File: src/bgp_pkg.sv
package bgp_pkg;

  // Item kinds
  localparam logic KIND_PREDICT = 1'b0;
  localparam logic KIND_RESOLVE = 1'b1;

  // Sequential fetch step and pattern counter limits
  localparam logic [31:0] SEQ_STEP  = 32'd4;
  localparam logic [1:0]  CTR_MIN   = 2'd0;
  localparam logic [1:0]  CTR_TAKEN = 2'd2;
  localparam logic [1:0]  CTR_MAX   = 2'd3;

  // Entries in the queue between front and back
  localparam int QUEUE_DEPTH = 2;

  // Classified item handed from front to back
  typedef struct packed {
    logic        lookup;   // look up tables and count hit or miss
    logic        branch;   // resolve item that trains the tables
    logic        taken;    // actual outcome of a branch
    logic [31:0] pc;
    logic [31:0] next_pc;
    logic [31:0] seq_pc;   // pc + 4
  } item_t;

endpackage

File: src/bgp_queue.sv
module bgp_queue (
  input  logic           clk,
  input  logic           rst,
  input  logic           push,
  input  bgp_pkg::item_t push_item,
  input  logic           pop,
  output logic           full,
  output logic           valid,
  output bgp_pkg::item_t head
);

  localparam int PTR_W = $clog2(bgp_pkg::QUEUE_DEPTH);

  bgp_pkg::item_t   entries [bgp_pkg::QUEUE_DEPTH];
  logic [PTR_W-1:0] wptr;
  logic [PTR_W-1:0] rptr;
  logic [PTR_W:0]   count;

  assign full  = (count == (PTR_W+1)'(bgp_pkg::QUEUE_DEPTH));
  assign valid = (count != '0);
  assign head  = entries[rptr];

  // Store pushed items
  always_ff @(posedge clk) begin
    if (push) begin
      entries[wptr] <= push_item;
    end
  end

  // Advance pointers and occupancy
  always_ff @(posedge clk) begin
    if (rst) begin
      wptr  <= '0;
      rptr  <= '0;
      count <= '0;
    end else begin
      if (push) begin
        wptr <= wptr + PTR_W'(1);
      end
      if (pop) begin
        rptr <= rptr + PTR_W'(1);
      end
      if (push && !pop) begin
        count <= count + (PTR_W+1)'(1);
      end else if (pop && !push) begin
        count <= count - (PTR_W+1)'(1);
      end
    end
  end

endmodule

File: config.mk
export PLATFORM = sky130hd
export DESIGN_NAME = bgp_queue
export DESIGN_NICKNAME = d
export VERILOG_FILES = /design/src/bgp_pkg.sv /design/src/bgp_queue.sv
export SDC_FILE = /design/constraint.sdc
export NUM_CORES = 1
export LEC_CHECK = 0
export BUFFER_PORTS_ARGS = -buffer_cell sky130_fd_sc_hd__buf_4
export CAP_MARGIN = 20
export CELL_PAD_IN_SITES_DETAIL_PLACEMENT = 2
export CELL_PAD_IN_SITES_GLOBAL_PLACEMENT = 2
export CORE_MARGIN = 1.5
export CORE_UTILIZATION = 39
export CTS_BUF_LIST = sky130_fd_sc_hd__clkbuf_8
export CTS_CLUSTER_SIZE = 14
export DETAILED_ROUTE_END_ITERATION = 7
export PLACE_DENSITY_LB_ADDON = 0.15
export SLEW_MARGIN = 0
export SYNTH_ARGS = -nofsm -noshare
export SYNTH_HDL_FRONTEND = slang
export SYNTH_SLANG_ARGS = --single-unit
File: constraint.sdc
create_clock -name clk -period 5.9 [get_ports clk]
set_input_delay 0.59 -clock clk [delete_from_list [all_inputs] [get_ports clk]]
set_output_delay 0.59 -clock clk [all_outputs]
set_load 0.05 [all_outputs]
==> impl_metrics.py <==
metrics = {
    "run_status": {
        "outcome": "complete, no violations",
    },
    "clocking": {
        "postCtsSetupBuffers": 0,
        "cts_tree": "done",
        "cts.clk_slew.worst_paths_ns": 0.06,
        "numClockSinks": 203,
        "hold_buffers": 0,
        "clk_latency_ns": 0.51,
        "clockBufferDepth": 3,
        "h-tree-depth": 2,
        "ctsResizeCount": 0,
        "cts_buffers": 37,
        "cts-root-buf": "clkbuf_8",
    },
    "floorplan": {
        "io-pin-count": 204,
        "placementRows": 50,
        "start_util_pct": 39.58,
        "core_area_sq_um": 18640,
        "die_area_sq_um": 19760,
        "die_w_um": 140.6,
        "fp.dieH_um": 140.6,
    },
    "sta": {
        "post-route-period-util_pct": 56.40,
        "fmax_mhz": 300.5,
        "skew_ns": 0.006453,
        "hold_viol": 0,
        "rsz0062_at_grt": "false",
        "hold_ws_ns": 0.2626,
        "slew_headroom_pct": 43.96,
        "min_period_ns": 3.328,
        "layout_setup_ws_ns": 2.572,
        "worst_pin_slew_ns": 0.8406,
        "fin_setup_tns_ns": 0,
        "slew_violations": 0,
        "setup_viol": 0,
    },
    "logic_synthesis": {
        "synth_seq_cells": 203,
        "synth_ff_type": "edfxtp_1",
        "yosys.area.top_type": "edfxtp_1",
        "synthArstFlopShare_pct": 0,
        "syn_inst": 330,
        "ys_warn_count": 0,
        "ys_top_cells_by_area": "edfxtp_1, mux2_2, mux2_4, dfxtp_1, buf_2",
        "syn_area_sq_um": 7380,
        "synth_common_cells": "edfxtp_1, mux2_2, mux2_4",
        "syn-num-nets": 434,
        "yosysMostFrequentCell": "edfxtp_1",
        "synth_edf_count": 198,
        "synth_cell_types": 17,
        "synthDominantCellAreaShare_pct": 80.57,
        "syn_avg_cell_area_sq_um": 22.36,
        "yosysSeqAreaShare_pct": 81.93,
    },
    "final_layout": {
        "multi_input_area_sq_um": 1266,
        "seqCellArea_sq_um": 6050,
        "diodes": 0,
        "layout-drive-gt1-share_pct": 60.20,
        "nFillCells": 1679,
        "area_delta_synth_final_pct": 33.13,
        "utilization_pct": 52.70,
        "nets": 669,
    },
    "route": {
        "route.detailed.drc": 0,
        "drt_wl_total_um": 17700,
        "avgViaCountPerCell": 4.818,
        "ant_nets": 0,
        "drt_iter0_markers": 144,
        "dr.pass1.iters": 4,
        "vias": 3960,
        "wl_per_cell_um": 21.53,
    },
    "grt": {
        "grt.total_usage_pct": 17.97,
        "grt_pass1_vias": 4468,
        "antenna_found_initial": 0,
        "grt_max_degree": 59,
        "grt_pass1_wl_um": 26360,
        "grt-ovfl-total": 0,
    },
    "worst_setup_path": {
        "crit_path_start_kind": "flop",
        "criticalPathCategory": "flop to primary output",
        "arrival_ns": 2.74,
        "critical_path.max_fanout": 58,
        "r2r_slack_ns": 3.74,
        "worst_setup_path_end_kind": "primary output",
        "crit_required_ns": 5.31,
    },
    "placement": {
        "hpwl_um": 11750,
        "pre_cts_ws_ns": 3.047,
        "portBuffers": 203,
        "routabilityCongestion": 0.7241,
    },
    "run": {
        "cap_violations": 0,
    },
    "power_and_ir_drop": {
        "max-vdd-ir-drop_v": 0.0001934,
        "powerDensity_nw_per_um2": 362.3,
        "leakagePower_nw": 3.754,
    },
    "worst_hold_path": {
        "hold_path.class": "input port to flop",
    },
}
==> worst paths after layout <==
path,from,to,cells past startpoint
max,flop,head[79],3
min reg2reg,count[1],count[1],2
min,push_item[51],entries[0][51],1
max reg2reg,wptr,entries[1][44],2
==> metrics by stage <==
stage	total power, mW	std cells	area [sq um]
after detailed placement	2.410	760	9166
after global placement	2.385	760	9166
after floorplan	2.181	330	7380
final	3.559	822	9824
after CTS	3.627	822	9824
after global routing	3.707	822	9824
==> logic make-up (layout without fill, tap and decap cells) <==
group	after synthesis	count (layout)	synth area share (%)
fa+ha+maj	1	1	0.1695
flops	203	203	81.93
compound gates	2	2	0.1355
buf+inv	12	270	1.051
simple gates	9	9	0.6274
mux	99	99	15.62
xor+xnor	4	4	0.4748
==> where the power goes <==
part	switching [mW]	internal (mW)	leakage [nW]
sequential	0.0364	1.69	1.90
clock	0.546	0.642	0.391
combinational	0.423	0.227	1.46
==> worst max-delay path: stages (launching register included) <==
cell     delay, ns
dfxtp_4       0.75
buf_4         0.75
mux2_2        0.45
buf_4         0.20
==> layer usage <==
layer,GRT usage [%],up-vias,wire length [um]
met1,20.66,2005,6717
met3,5.162,30,1150
met2,31.92,149,9445
met5,0,-,0
met4,6.689,0,388
li1,-,1776,-
==> cell type report <==
type                    instances  area share [%]
well taps                     234           2.980
inverters                       1         0.03821
multi-input cells             115           12.89
clock inverters                20          0.8151
clock buffers                  42           5.884
flip-flops and latches        203           61.58
repair buffers                207           15.82
==> placed cells by master (no fill, tap or decap), drive strengths merged, types with 4 or more instances in the layout <==
cell,instances
buf,207
clkbuf,42
clkinv,4
dfxtp,5
edfxtp,198
inv,16
mux2,99
nor2,4
==> state kept, by name (all words and copies together) (netlist names), named ones only <==
register and count:
entries 198, count 2, rptr 1, wptr 1
(Power assumes the default switching activity.)
