<file path="src/bgp_pkg.sv">
package bgp_pkg;

  // Item kinds
  localparam logic KIND_PREDICT = 1'b0;
  localparam logic KIND_RESOLVE = 1'b1;

  // Sequential fetch step and pattern counter limits
  localparam logic [31:0] SEQ_STEP  = 32'd4;
  localparam logic [1:0]  CTR_MIN   = 2'd0;
  localparam logic [1:0]  CTR_TAKEN = 2'd2;
  localparam logic [1:0]  CTR_MAX   = 2'd3;

  // Entries in the queue between front and back
  localparam int QUEUE_DEPTH = 2;

  // Classified item handed from front to back
  typedef struct packed {
    logic        lookup;   // look up tables and count hit or miss
    logic        branch;   // resolve item that trains the tables
    logic        taken;    // actual outcome of a branch
    logic [31:0] pc;
    logic [31:0] next_pc;
    logic [31:0] seq_pc;   // pc + 4
  } item_t;

endpackage

</file>
<file path="src/bgp_front.sv">
module bgp_front (
  input  logic                start,
  input  logic                kind,
  input  logic [31:0]         pc,
  input  logic [31:0]         next_pc,
  input  logic                full,
  input  logic                clearing,
  output logic                busy,
  output logic                push,
  output bgp_pkg::item_t      item
);

  logic [31:0] seq_pc;
  logic        resolve;
  logic        moved;

  // Hold off new items while the queue is full or the tables are being cleared
  assign busy = full | clearing;
  assign push = start & ~busy;

  // Classify the item: a resolve that stays on its own pc is a no-op
  assign seq_pc  = pc + bgp_pkg::SEQ_STEP;
  assign resolve = (kind == bgp_pkg::KIND_RESOLVE);
  assign moved   = (next_pc != pc);

  assign item.lookup  = ~resolve | moved;
  assign item.branch  = resolve & moved;
  assign item.taken   = resolve & moved & (next_pc != seq_pc);
  assign item.pc      = pc;
  assign item.next_pc = next_pc;
  assign item.seq_pc  = seq_pc;

endmodule

</file>
<file path="config.mk">
export PLATFORM = sky130hd
export DESIGN_NAME = bgp_front
export DESIGN_NICKNAME = d
export VERILOG_FILES = /design/src/bgp_pkg.sv /design/src/bgp_front.sv
export SDC_FILE = /design/constraint.sdc
export NUM_CORES = 1
export LEC_CHECK = 0
export BUFFER_PORTS_ARGS = -buffer_cell sky130_fd_sc_hd__buf_2
export CAP_MARGIN = 20
export CELL_PAD_IN_SITES_DETAIL_PLACEMENT = 0
export CELL_PAD_IN_SITES_GLOBAL_PLACEMENT = 1
export CORE_UTILIZATION = 28
export DETAILED_ROUTE_END_ITERATION = 6
export PLACE_DENSITY = 0.87
export SLEW_MARGIN = 15
export SYNTH_ARGS = -nofsm -noshare
export SYNTH_HDL_FRONTEND = slang
export SYNTH_SLANG_ARGS = --single-unit
</file>
<file path="constraint.sdc">
create_clock -name vclk -period 7.8
set_clock_uncertainty 0.15 [all_clocks]
set_input_delay 1.56 -clock vclk [all_inputs]
set_output_delay 1.56 -clock vclk [all_outputs]
set_load 0.005 [all_outputs]
</file>
==> run summary, run 1 <==
In this run the worst path has a maximum fanout of 7. The power density over cell area is 52.03 nW/um2, and the maximum achievable frequency is 176.6 MHz. After global routing the overflow that remains totals 0. The die covers 7400 um2. In the post-synthesis netlist, the biggest area contributors are sky130_fd_sc_hd__buf_4 26%, sky130_fd_sc_hd__xnor2_1 21%, sky130_fd_sc_hd__xor2_1 15%. The run gives 0 as the final number of hold-violating endpoints. The initial core utilization was 0.2910. Slowest cell on the critical path: sky130_fd_sc_hd__and4bb_2.

The signal on the critical path passes through buf_2, ha_1, nand4_1, and4bb_2, nand2_1, xnor2_1, or3_1, a2111oi_2, a31oi_1, buf_2. In this run the standard cell core region covers 6794 um2. Count of buffers from port buffering: 169. The accumulated negative setup slack was 0 ps; the vias after detailed routing was 2115.

Yosys printed 0 warnings. After legalization and detailed placement, the total HPWL measured 5281 um. The tools report the number of setup violations in the final report as 0.

There are 0 flip-flops and latches. The ratio of final minimum period to clock period works out to 0.7261. The endpoint of the most critical setup path is item[96]. The average instance in the mapped netlist occupies 7.376 um2.

The tools report the largest net degree at the start of global routing as 10. The logs give 0 for the number of max-slew violations in the final report and 268 for the post-synthesis cell count. After clock tree synthesis, the repair step resized 0 gates.

For this run, the detailed router's first-pass iteration total came to 4. The critical path is of the in -> out type. Setup repair after global routing left no endpoint under its margin. Hold repair after CTS inserted 0 buffers. When the netlist entered floorplanning its net count stood at 337. In this run the remaining antenna-violating nets after routing total 0. Registers take 0 um2.

The horizontal extent of the die is 86.03 um, and the total routing resource utilization after global routing is 0.1463. The analysis attributes to cell leakage a power of 1.171 nW. The number of vias per cell after detailed routing is 4.618, and the clock share of power is 0. For this block, the routed nets add up to 6037 um of wire. The filler cells instantiated in the layout total 757.

0 antenna diodes ended up in the layout. The startpoint type of the worst setup path is an input port. In this run, distinct cell masters in the synthesized netlist total 40. Dividing the detail-routed wire length by the instance count gives 13.18 um. The run gives 0 as the DRC violation count after routing.

The worst setup path is captured at an output port. The run gives 6090 ps as the critical path required time. The arrival time at the worst endpoint was 3950 ps.

Cell taking the most area after synthesis: sky130_fd_sc_hd__buf_4. The cell area after synthesis came out at 1977 um2. The number of post-CTS setup repair buffers came out at 0. The share of the synthesized area in the top cell type was 0.2620; the max-slew headroom at the worst pin was 0.6094. The proportion of total power due to net switching was 0.5411.

Counting the clock-network buffers in the layout gives 0. The part of the total power dissipated in sequential elements is 0, and the die span in y is 86.03 um. In this run the power spent charging and discharging nets is 0.00006732 W. The run finished with clean final reports. Across all hold checks on the routed design, the worst slack comes to 3163 ps. The via count of the first global-routing pass came out at 1773. The cell that appears most often on the critical path is sky130_fd_sc_hd__buf_2.

The worst setup path startpoint is pc[2]. For this run, the slowest stage of the critical path takes 510 ps. The final instance count without filler cells was 458. The signed area change from the synthesized netlist to the final layout works out to 20.95%. The tools report the part of the Yosys area used for sequential elements as 0.

Once placement completed, the tool counted placed cells totaling 458. Number of nets at the end of the flow: 433. The number of maximum-capacitance violations is 0, and the initial antenna violation count is 0. The number of ports placed on the die boundary is 169, and the final estimated routing congestion in global placement is 0.8812. Initial detailed-routing violation count: 72. VDD sags by at most 19.06 uV.

At the pin with the least slew margin, the transition time is 581.5 ps. The combinational cell fraction of total power came out at 1.000. The tightest min-delay check is of the in -> out type. The worst path in the final design needs a cycle of 5663 ps, including I/O delays and setup. The run gives 8811 um as the wire length of the first global-routing pass.

The ratio of cells with drive above 1 in the final layout works out to 0.5000. The initialized floorplan defines 30 standard-cell rows. The internal power of the cells totals 0.00005709 W.
==> power groups by stage <==
stage / Combinational [W] / Sequential, W / Clock [W]
after floorplan: 0.0000819 / 0 / 0
after global placement: 0.000124 / 0 / 0
after detailed placement: 0.000124 / 0 / 0
after CTS: 0.000125 / 0 / 0
after global routing: 0.000137 / 0 / 0
final: 0.000124 / 0 / 0
==> cell type report <==
cell class / count / area, um2 / area share
Multi-Input combinational cell: 185 / 1395 / 0.5835
Timing Repair Buffer: 169 / 845.8 / 0.3537
Tap cell: 96 / 120.1 / 0.05024
Inverter: 8 / 30.03 / 0.01256
==> per-layer routing <==
layer,part of all wire,vias to the layer above,track usage,routed length (um)
li1,-,1037,-,-
met2,0.46,116,0.2468,2771
met5,0,-,0,0
met1,0.46,956,0.2093,2790
met3,0.067,6,0.007700,406
met4,0.011,0,0.01818,69
==> worst max-delay path: cells and delay by family <==
family	cells	cell delay [ps]
adders and majority gates	1	250
xor gates and xnor gates	1	150
and+or+nand+nor	4	1270
AOI/OAI and AO/OA	2	460
buffers and inverters	2	270
==> cells in the final DEF, fill, tap and decap left out <==
cell type / n
sky130_fd_sc_hd__o2111ai_1: 1
sky130_fd_sc_hd__nand4_4: 2
sky130_fd_sc_hd__nand3_1: 9
sky130_fd_sc_hd__and4_1: 4
sky130_fd_sc_hd__o41ai_1: 1
sky130_fd_sc_hd__ha_1: 1
sky130_fd_sc_hd__a21o_2: 1
sky130_fd_sc_hd__and4bb_2: 1
sky130_fd_sc_hd__nor4_4: 2
sky130_fd_sc_hd__nand4_1: 13
sky130_fd_sc_hd__o221ai_1: 1
sky130_fd_sc_hd__o21bai_1: 1
sky130_fd_sc_hd__nand2b_1: 2
sky130_fd_sc_hd__nand2_1: 14
sky130_fd_sc_hd__or3_1: 1
sky130_fd_sc_hd__and4_2: 1
sky130_fd_sc_hd__xor2_1: 34
sky130_fd_sc_hd__buf_2: 169
sky130_fd_sc_hd__a31oi_1: 1
sky130_fd_sc_hd__or2_2: 1
sky130_fd_sc_hd__a2111oi_2: 1
sky130_fd_sc_hd__or4_1: 1
sky130_fd_sc_hd__and3_1: 4
sky130_fd_sc_hd__nor2b_1: 1
sky130_fd_sc_hd__a211o_1: 1
sky130_fd_sc_hd__and3b_1: 1
sky130_fd_sc_hd__nor2_1: 12
sky130_fd_sc_hd__mux2i_1: 1
sky130_fd_sc_hd__nand3_2: 2
sky130_fd_sc_hd__inv_1: 8
sky130_fd_sc_hd__a21oi_1: 9
sky130_fd_sc_hd__xnor2_1: 47
sky130_fd_sc_hd__nor4_1: 7
sky130_fd_sc_hd__and4_4: 1
sky130_fd_sc_hd__nor3_1: 5
sky130_fd_sc_hd__and2_1: 1
==> cells by family (layout without fill, tap and decap cells) <==
logic type | after synthesis | count (layout) | synth area share
AOI/OAI and AO/OA | 17 | 17 | 0.05950
xor gates and xnor gates | 81 | 81 | 0.3589
adders and majority gates | 1 | 1 | 0.006328
buffers and inverters | 83 | 177 | 0.2943
muxes | 1 | 1 | 0.005063
and+or+nand+nor | 85 | 85 | 0.2759
==> through the flow <==
stage / worst slack, ps / utilization / power [W] / cell area [um2]
global route: 1913 / 0.3519 / 0.0001368 / 2391
floorplan: 2656 / - / 0.00008189 / 1977
finish: 2137 / 0.3519 / 0.0001244 / 2391
global placement: 2201 / 0.3519 / 0.0001240 / 2391
detailed placement: 2144 / 0.3519 / 0.0001244 / 2391
CTS: 2137 / 0.3519 / 0.0001251 / 2391
==> synth_stat cells (2+ instances only) <==
cell type                  count
sky130_fd_sc_hd__nor2_1       12
sky130_fd_sc_hd__xnor2_1      47
sky130_fd_sc_hd__nor4_1        7
sky130_fd_sc_hd__nor3_1        5
sky130_fd_sc_hd__nand3_2       2
sky130_fd_sc_hd__and3_1        4
sky130_fd_sc_hd__clkbuf_1      2
sky130_fd_sc_hd__clkbuf_2      2
sky130_fd_sc_hd__nand2b_1      2
sky130_fd_sc_hd__buf_4        69
sky130_fd_sc_hd__and4_1        4
sky130_fd_sc_hd__a21oi_1       9
sky130_fd_sc_hd__nand3_1       9
sky130_fd_sc_hd__nor4_4        2
sky130_fd_sc_hd__nand2_1      14
sky130_fd_sc_hd__inv_1         8
sky130_fd_sc_hd__nand4_1      13
sky130_fd_sc_hd__xor2_1       34
sky130_fd_sc_hd__nand4_4       2
==> worst min path at each step <==
stage / startpoint / endpoint / slack [ps] / cells after the start
after floorplan: pc[2] / item[2] / 3000 / 1
after detailed placement: next_pc[19] / item[51] / 3160 / 2
after CTS: next_pc[19] / item[51] / 3170 / 2
after global placement: next_pc[1] / item[33] / 3160 / 2
final: next_pc[19] / item[51] / 3160 / 2
after global routing: next_pc[1] / item[33] / 3170 / 2
No activity file was read; power rests on OpenSTA's default activity.
==> inputs of run 2 (changes only) <==
CORE_UTILIZATION = 26   (was 28)
PLACE_DENSITY = 0.81   (was 0.87)
clock period = 5.4 ns   (was 7.8 ns; I/O delays follow)
==> run 2 against run 1 <==
  * Count of clock-buffer cells in the layout stayed put
  * Worst hold slack lost 960 ps
  * Sequential share of layout area stayed put
  * First-iteration DRC count increased by 5.6%
  * Power up 44%
  * Non-clock buffer count did not move
  * Die area rose by 7.5%
  * Final cell count is 0.66% higher
  * Largest cell class unchanged
==> run summary, run 2 (synthesis gave the netlist of run 1 again) <==
The logs give 7956 um2 (+7.5%) for the overall die area and 0 ps (unchanged) for the accumulated negative setup slack. The power density over cell area was 75.05 nW/um2 (+44%). The longest individual stage delay on the worst path is 520 ps (about the same).

For the wire length of the first global-routing pass, the log shows 9087 um (+3.1%). The post-cts repair resize count is 0 (unchanged), and the signed area change from the synthesized netlist to the final layout is 21.14%. The hold-fix buffer count after cts is 0 (unchanged), and the proportion of total power due to net switching is 0.5414 (about the same). For the vias after detailed routing, the log shows 2091 (-1.1%).

Setup repair after global routing left no endpoint under its margin. The logs give 31 (+3.3%) for the count of standard-cell rows and 6202 um (+2.7%) for the final wirelength. The die span in y came out at 89.20 um (+3.7%).

Leaving out fill and tap cells, the most frequent cell in the layout is sky130_fd_sc_hd__buf_2. The initial antenna violation count was 0 (unchanged). The slew at the pin with the worst max-slew slack is 567.2 ps (-14.30 ps), and the final-layout clock buffer total is 0 (unchanged).

Walking the worst path, the cells encountered are buf_2, ha_1, nand4_1, and4bb_2, nand2_1, xnor2_1, or3_1, a2111oi_2, a31oi_1, buf_2. The dominant delay contributor by cell family on the critical path was simple AND/OR/NAND/NOR gates. STA classifies the critical path endpoint as an output port. The worst hold path belongs to the class in -> out.

The combinational cell fraction of total power is 1.000 (about the same), and the part of the total power dissipated in sequential elements is 0 (unchanged). Number of vias per cell after detailed routing: 4.536 (-1.8%). The initial detailed-routing violation count is 76 (+5.6%). Number of maximum-capacitance violations: 0 (unchanged). The run finished with clean final reports. The number of ports placed on the die boundary was 169 (unchanged). The met2 routing resource usage after global routing was 0.2554 (+0.008625); the max-slew headroom at the worst pin was 0.6190 (+0.009603). The logs give 0 (unchanged) for the DRC violation count after routing and 0 (unchanged) for the final number of hold-violating endpoints. The run gives 7292 um2 (+7.3%) as the floorplan core area. The top cell types in the final layout, fill and taps aside, are 169 x sky130_fd_sc_hd__buf_2, 47 x sky130_fd_sc_hd__xnor2_1, 34 x sky130_fd_sc_hd__xor2_1. The worst setup path category was in -> out. Largest net degree at the start of global routing: 10 (unchanged). Number of nets at the end of the flow: 433 (unchanged). The fraction of met3 tracks used by global routing was 0.01108 (+0.003381).

The clock share of power is 0 (unchanged). The initial core utilization came out at 0.2711 (-0.01987). For the met1 usage in global routing, the log shows 0.1950 (-0.01430). The count of buffers from port buffering was 169 (unchanged). The via count of the first global-routing pass is 1929 (+8.8%), and the power after layout is 0.0001797 W (+44%). The most crowded layer after global routing is met2. The horizontal extent of the die was 89.20 um (+3.7%); the ratio of final minimum period to clock period was 0.8757. Final estimated routing congestion in global placement: 0.8331 (-5.5%). The number of setup violations in the final report is 0 (unchanged). The detailed-route wire length per cell was 13.45 um (+2.1%); the layout sequential cell count was 0 (unchanged). Number of post-CTS setup repair buffers: 0 (unchanged). The placed wire-length estimate is 5482 um (+3.8%), and the maximum achievable frequency is 211.5 MHz. Counting stages on the worst path, the most repeated cell is sky130_fd_sc_hd__buf_2. The run gives 0.1439 (-0.002344) as the total routing resource utilization after global routing. The ratio of cells with drive above 1 in the final layout works out to 0.5000 (unchanged).

The run gives 4 (unchanged) as the number of search-and-repair iterations in the first detailed-routing pass. STA classifies the critical path startpoint as an input port. The sum of overflow across all layers after global routing is 0 (unchanged), and the leakage power figure is 1.171 nW (unchanged). The minimum clock period after layout came out at 4729 ps. For the number of inserted diodes, the log shows 0 (unchanged). The slowest cell on the critical path was sky130_fd_sc_hd__and4bb_2.

The tools report the number of max-slew violations in the final report as 0 (unchanged). The worst supply voltage drop on vdd was 22.43 uV (+18%). The largest fanout on the critical path is 7 (unchanged), and the final antenna-violating net count is 0 (unchanged). The critical path required time is 4170 ps (-1920 ps). The run gives 0.00008242 W (+44%) as the internal power component. The switching power summed over all nets was 0.00009731 W (+45%); the arrival time at the worst endpoint was 3500 ps (-450 ps). The footprint of the flip-flops and latches was 0 um2 (unchanged); the sum of buffers and inverters on the critical path was 2 (unchanged).
==> run 2: cell counts in the layout (fill, tap and decap cells not counted) <==
Identical to the previous run, type by type.
==> run 2: cell type report <==
class,instances,area (um2)
Tap cell,99,123.9
Multi-Input combinational cell,185,1395
Inverter,8,30.03
Fill cell,841,4897
Timing Repair Buffer,169,845.8
==> run 2: per-layer routing <==
metal / share of wire / wire length [um]
met2: 0.48 / 2983
met5: 0 / 0
met3: 0.056 / 347
met1: 0.45 / 2806
met4: 0.010 / 65
==> run 2: final timing paths <==
path / slack, ps / start / cells past startpoint / end
max: 670 / pc[2] / 10 / item[96]
min: 2200 / next_pc[16] / 2 / item[48]
==> run 2: power groups by stage <==
| stage | clock network (W) | logic [W] | registers [W] |
|---|---|---|---|
| finish | 0 | 0.000180 | 0 |
| global route | 0 | 0.000200 | 0 |
| CTS | 0 | 0.000182 | 0 |
| detailed placement | 0 | 0.000181 | 0 |
| global placement | 0 | 0.000180 | 0 |
| floorplan | 0 | 0.000118 | 0 |
==> run 2: through the flow <==
stage	hold slack (ps)	utilization	std cells	setup slack, ps	area (um2)
global route	2208	0.3284	461	512.0	2395
floorplan	2037	-	268	1216	1977
finish	2200	0.3284	461	671.2	2395
detailed placement	2202	0.3284	461	658.9	2395
CTS	2202	0.3284	461	661.8	2395
global placement	2202	0.3284	461	717.0	2395
